## config.mk

```make
export PLATFORM = sky130hd
export DESIGN_NAME = hta_ram
export DESIGN_NICKNAME = d
export VERILOG_FILES = /design/src/hta_ram.sv
export SDC_FILE = /design/constraint.sdc
export NUM_CORES = 1
export LEC_CHECK = 0
export BUFFER_PORTS_ARGS = -buffer_cell sky130_fd_sc_hd__buf_2
export CORE_MARGIN = 8
export CORE_UTILIZATION = 55
export DETAILED_ROUTE_END_ITERATION = 10
export PLACE_DENSITY = 0.73
export SLEW_MARGIN = 20
export SYNTH_ARGS = -nofsm -noshare
export SYNTH_HDL_FRONTEND = slang
export SYNTH_SLANG_ARGS = --single-unit
```

## constraint.sdc

```tcl
create_clock -name i_clk -period 2.2 [get_ports i_clk]
set_input_delay 0.33 -clock i_clk [delete_from_list [all_inputs] [get_ports i_clk]]
set_output_delay 0.33 -clock i_clk [all_outputs]
set_load 0.01 [all_outputs]
```

## src/hta_ram.sv

```systemverilog
// ----------------------------------------------------------------------------
// hta_ram
// Generic simple dual-port RAM: one write port, one read port, registered read.
// ----------------------------------------------------------------------------
module hta_ram #(
    parameter int WIDTH = 8,
    parameter int DEPTH = 16
) (
    input  logic                     i_clk,
    input  logic                     i_we,
    input  logic [$clog2(DEPTH)-1:0] i_waddr,
    input  logic [WIDTH-1:0]         i_wdata,
    input  logic [$clog2(DEPTH)-1:0] i_raddr,
    output logic [WIDTH-1:0]         o_rdata
);

    logic [WIDTH-1:0] r_mem [DEPTH];
    logic [WIDTH-1:0] r_rdata;

    always_ff @(posedge i_clk) begin
        if (i_we) begin
            r_mem[i_waddr] <= i_wdata;
        end
        r_rdata <= r_mem[i_raddr];
    end

    assign o_rdata = r_rdata;

endmodule

```

==> qor.json <==
{
  "status": {
    "status": "complete, no violations"
  },
  "grt": {
    "grt_start_max_net_pins": 33,
    "grt_pass1_vias": 2621,
    "combined_global_route_utilization_of_all_metal_layers_pct": 17.1,
    "global_route.overflow_total": 0,
    "number_of_antenna_violations_at_the_first_check_in_global_routing": 0,
    "grt_pass1_wl_um": 15500
  },
  "cts": {
    "later_pin_clock_latency_in_the_skew_report_ns": 0.52,
    "cts_made_buffers": 17,
    "tritoncts_num_sinks": 136,
    "cts_tree": "built",
    "clock_transition_at_path_regs_ns": 0.06,
    "cts_max_level": 4,
    "cts.repair.resized": 0,
    "maximum_number_of_buffers_from_clock_root_to_sink": 2,
    "cts.hold.buffers_added": 0,
    "clock_root_buffer": "clkbuf_8",
    "post_cts_buffers": 0
  },
  "synth": {
    "synth_top_area_share_pct": 74.7,
    "syn_nets": 247,
    "synth_top_family_by_area": "multiplexers",
    "ys_warn_count": 0,
    "post_synth_instance_area_um2": 5150,
    "synth_instances": 229,
    "post_synthesis_mux_area_share_pct": 15.0,
    "sequential_fraction_of_the_synthesis_area_pct": 77.8,
    "synth-compound-area-share_pct": 2.33,
    "synth_cell_type_count": 19,
    "yosys.area_share.xor_xnor_pct": 0,
    "synth_simple_gate_area_share_pct": 3.18,
    "ys_ff_latch": 136,
    "avgSynthCellArea_um2": 22.5,
    "synth_top_cells_by_area": "edfxtp_1 75%, mux4_2 7.9%, mux4_1 7.1%",
    "post_synthesis_adder_cell_area_fraction_pct": 0,
    "largest_area_contributor_in_the_synthesized_netlist": "edfxtp_1"
  },
  "sta": {
    "setup_repair_after_global_routing_missed_its_margin": "no",
    "postLayoutSetupSlackWorst_ns": 0.841,
    "fin_crit_ns": 1.36,
    "report.final.hold_viol_count": 0,
    "final-max-slew-violation-count": 0,
    "worst_hold_slack_ns": 0.187,
    "transition_time_at_the_pin_with_the_least_slew_margin_ns": 0.678,
    "setup_violations": 0,
    "period_share_pct": 61.8,
    "fin_setup_tns_ns": 0,
    "fin_skew_ns": 0.0142,
    "worst_slew_margin_pct": 54.6,
    "maximum_frequency_from_static_timing_analysis_mhz": 736
  },
  "pwr": {
    "pint_mw": 4.96,
    "power_frac_comb_pct": 4.4,
    "clock_group_share_of_total_power_pct": 48.2,
    "ir_drop_uv": 658,
    "pwr-share-seq_pct": 47.4,
    "power.static_leakage_nw": 2.11,
    "power-per-cell-area_nw_per_um2": 1000,
    "power.share.switching_pct": 19.3,
    "switching_power_mw": 1.19
  },
  "placed_design": {
    "postPlaceCellArea_um2": 5500,
    "dp_hpwl_um": 6280,
    "numPlacedInstances": 377,
    "gpl.final_weighted_congestion": 0.782,
    "pre_cts_ws_ns": 0.410,
    "quantity_of_i_o_buffers_inserted_on_ports": 25
  },
  "finish": {
    "nNetsFinal": 303,
    "drive_gt1_share_pct": 31.6,
    "final_cell_count_no_fill": 408,
    "areaGrowthSynthToFinish_pct": 19.0,
    "postLayoutCellArea_um2": 6130,
    "num_antenna_cells": 0
  },
  "critical_path": {
    "critical_path_data_required_time_ns": 2.61,
    "maximum_fanout_along_the_worst_path": 1,
    "critPathCaptureType": "flop",
    "critPathKind": "reg -> reg",
    "startpoint_type": "flop",
    "critPathArrivalTime_ns": 1.77,
    "r2r_setup_slack_ns": 0.84
  },
  "route": {
    "first_pass_iters": 5,
    "wl_per_cell_um": 24.4,
    "detail-route-antenna-nets": 0,
    "vias_per_cell": 6.01,
    "dr_total_vias": 2452,
    "detail_route.iter0.violations": 278,
    "drt_wl_total_um": 9970,
    "remaining_drc_errors": 0
  },
  "floorplan": {
    "core-area_um2": 9150,
    "area_of_the_die_um2": 12700,
    "floorplan.initialDensity_pct": 56.2,
    "num_io_pins": 26,
    "die_y_um": 113,
    "floorplan.rows": 35,
    "chipWidth_um": 113
  },
  "hold_path": {
    "worst_hold_path_type": "in -> reg"
  },
  "job": {
    "total_of_max_cap_violations": 0
  }
}
## worst max-delay path: stages (launching register included)
cell      delay (ns)
edfxtp_1        0.38
mux4_1          0.50
a22oi_1         0.29
nand2_1         0.08
## final cells by class
type,count,area (µm²)
Sequential cell,136,4000
Fill cell,569,3030
Multi-Input combinational cell,83,1060
Clock buffer,19,422
Timing Repair Buffer,47,303
Clock inverter,12,201
Tap cell,111,139
## path summary, 6_finish.rpt
path | start | cells after the start | end
max | r_mem[2][1] | 3 | o_rdata[1]
min | i_wdata[6] | 1 | r_mem[6][6]
max reg2reg | r_mem[2][1] | 3 | o_rdata[1]
min reg2reg | r_mem[14][1] | 3 | o_rdata[1]
## cells in the mapped netlist
master / number
a22oi_1: 16
and2_1: 1
and2b_1: 1
buf_2: 3
buf_4: 1
buf_6: 3
clkdlybuf4s25_2: 3
dfxtp_1: 8
edfxtp_1: 128
mux4_1: 14
mux4_2: 18
nand2_1: 9
nand2b_1: 2
nand3_1: 1
nand3b_1: 2
nor2_1: 13
nor2b_1: 1
nor3_1: 4
or3b_2: 1
## stage by stage
stage | total power, mW | utilization [%]
global route | 6.31 | 66.9
global placement | 3.23 | 60.1
detailed placement | 3.24 | 60.1
finish | 6.15 | 66.9
floorplan | 3.12 | -
CTS | 6.19 | 66.9
## sequential cells by signal, indices dropped and copies added, names as in the netlist
name and count:
o_rdata 8, r_mem 128
## cells by family after synthesis
kind of cell	Yosys count
AO/OA/AOI/OAI	16
flip-flops	136
AND/OR/NAND/NOR	35
multiplexers	32
buffers and inverters	10
## power by group through the flow
stage               combinational, mW  sequential, mW  clock, mW
finish                          0.270            2.92       2.96
CTS                             0.274            2.92       3.00
detailed placement              0.273            2.97          0
global route                    0.295            2.92       3.10
floorplan                       0.147            2.97          0
global placement                0.266            2.97          0
## layer usage
metal	global-route usage, %	share of wire (%)	vias to the layer above
met5	0	0	-
met4	8.99	1.9	0
met3	4.37	6.3	15
li1	-	-	1085
met1	22.6	43	1249
met2	25.9	49	103
## cell usage in the layout, fill, tap and decap left out, types with 4 or more instances in the layout
cell and n:
clkinv_4 4, mux4_2 18, nor3_1 4, edfxtp_1 128, clkbuf_16 16, nand2_1 9
nor2_1 13, buf_4 21, buf_2 25, dfxtp_1 8, bufinv_16 5, a22oi_1 16
mux4_1 14
Note: power is estimated with default switching activity, not from simulation.
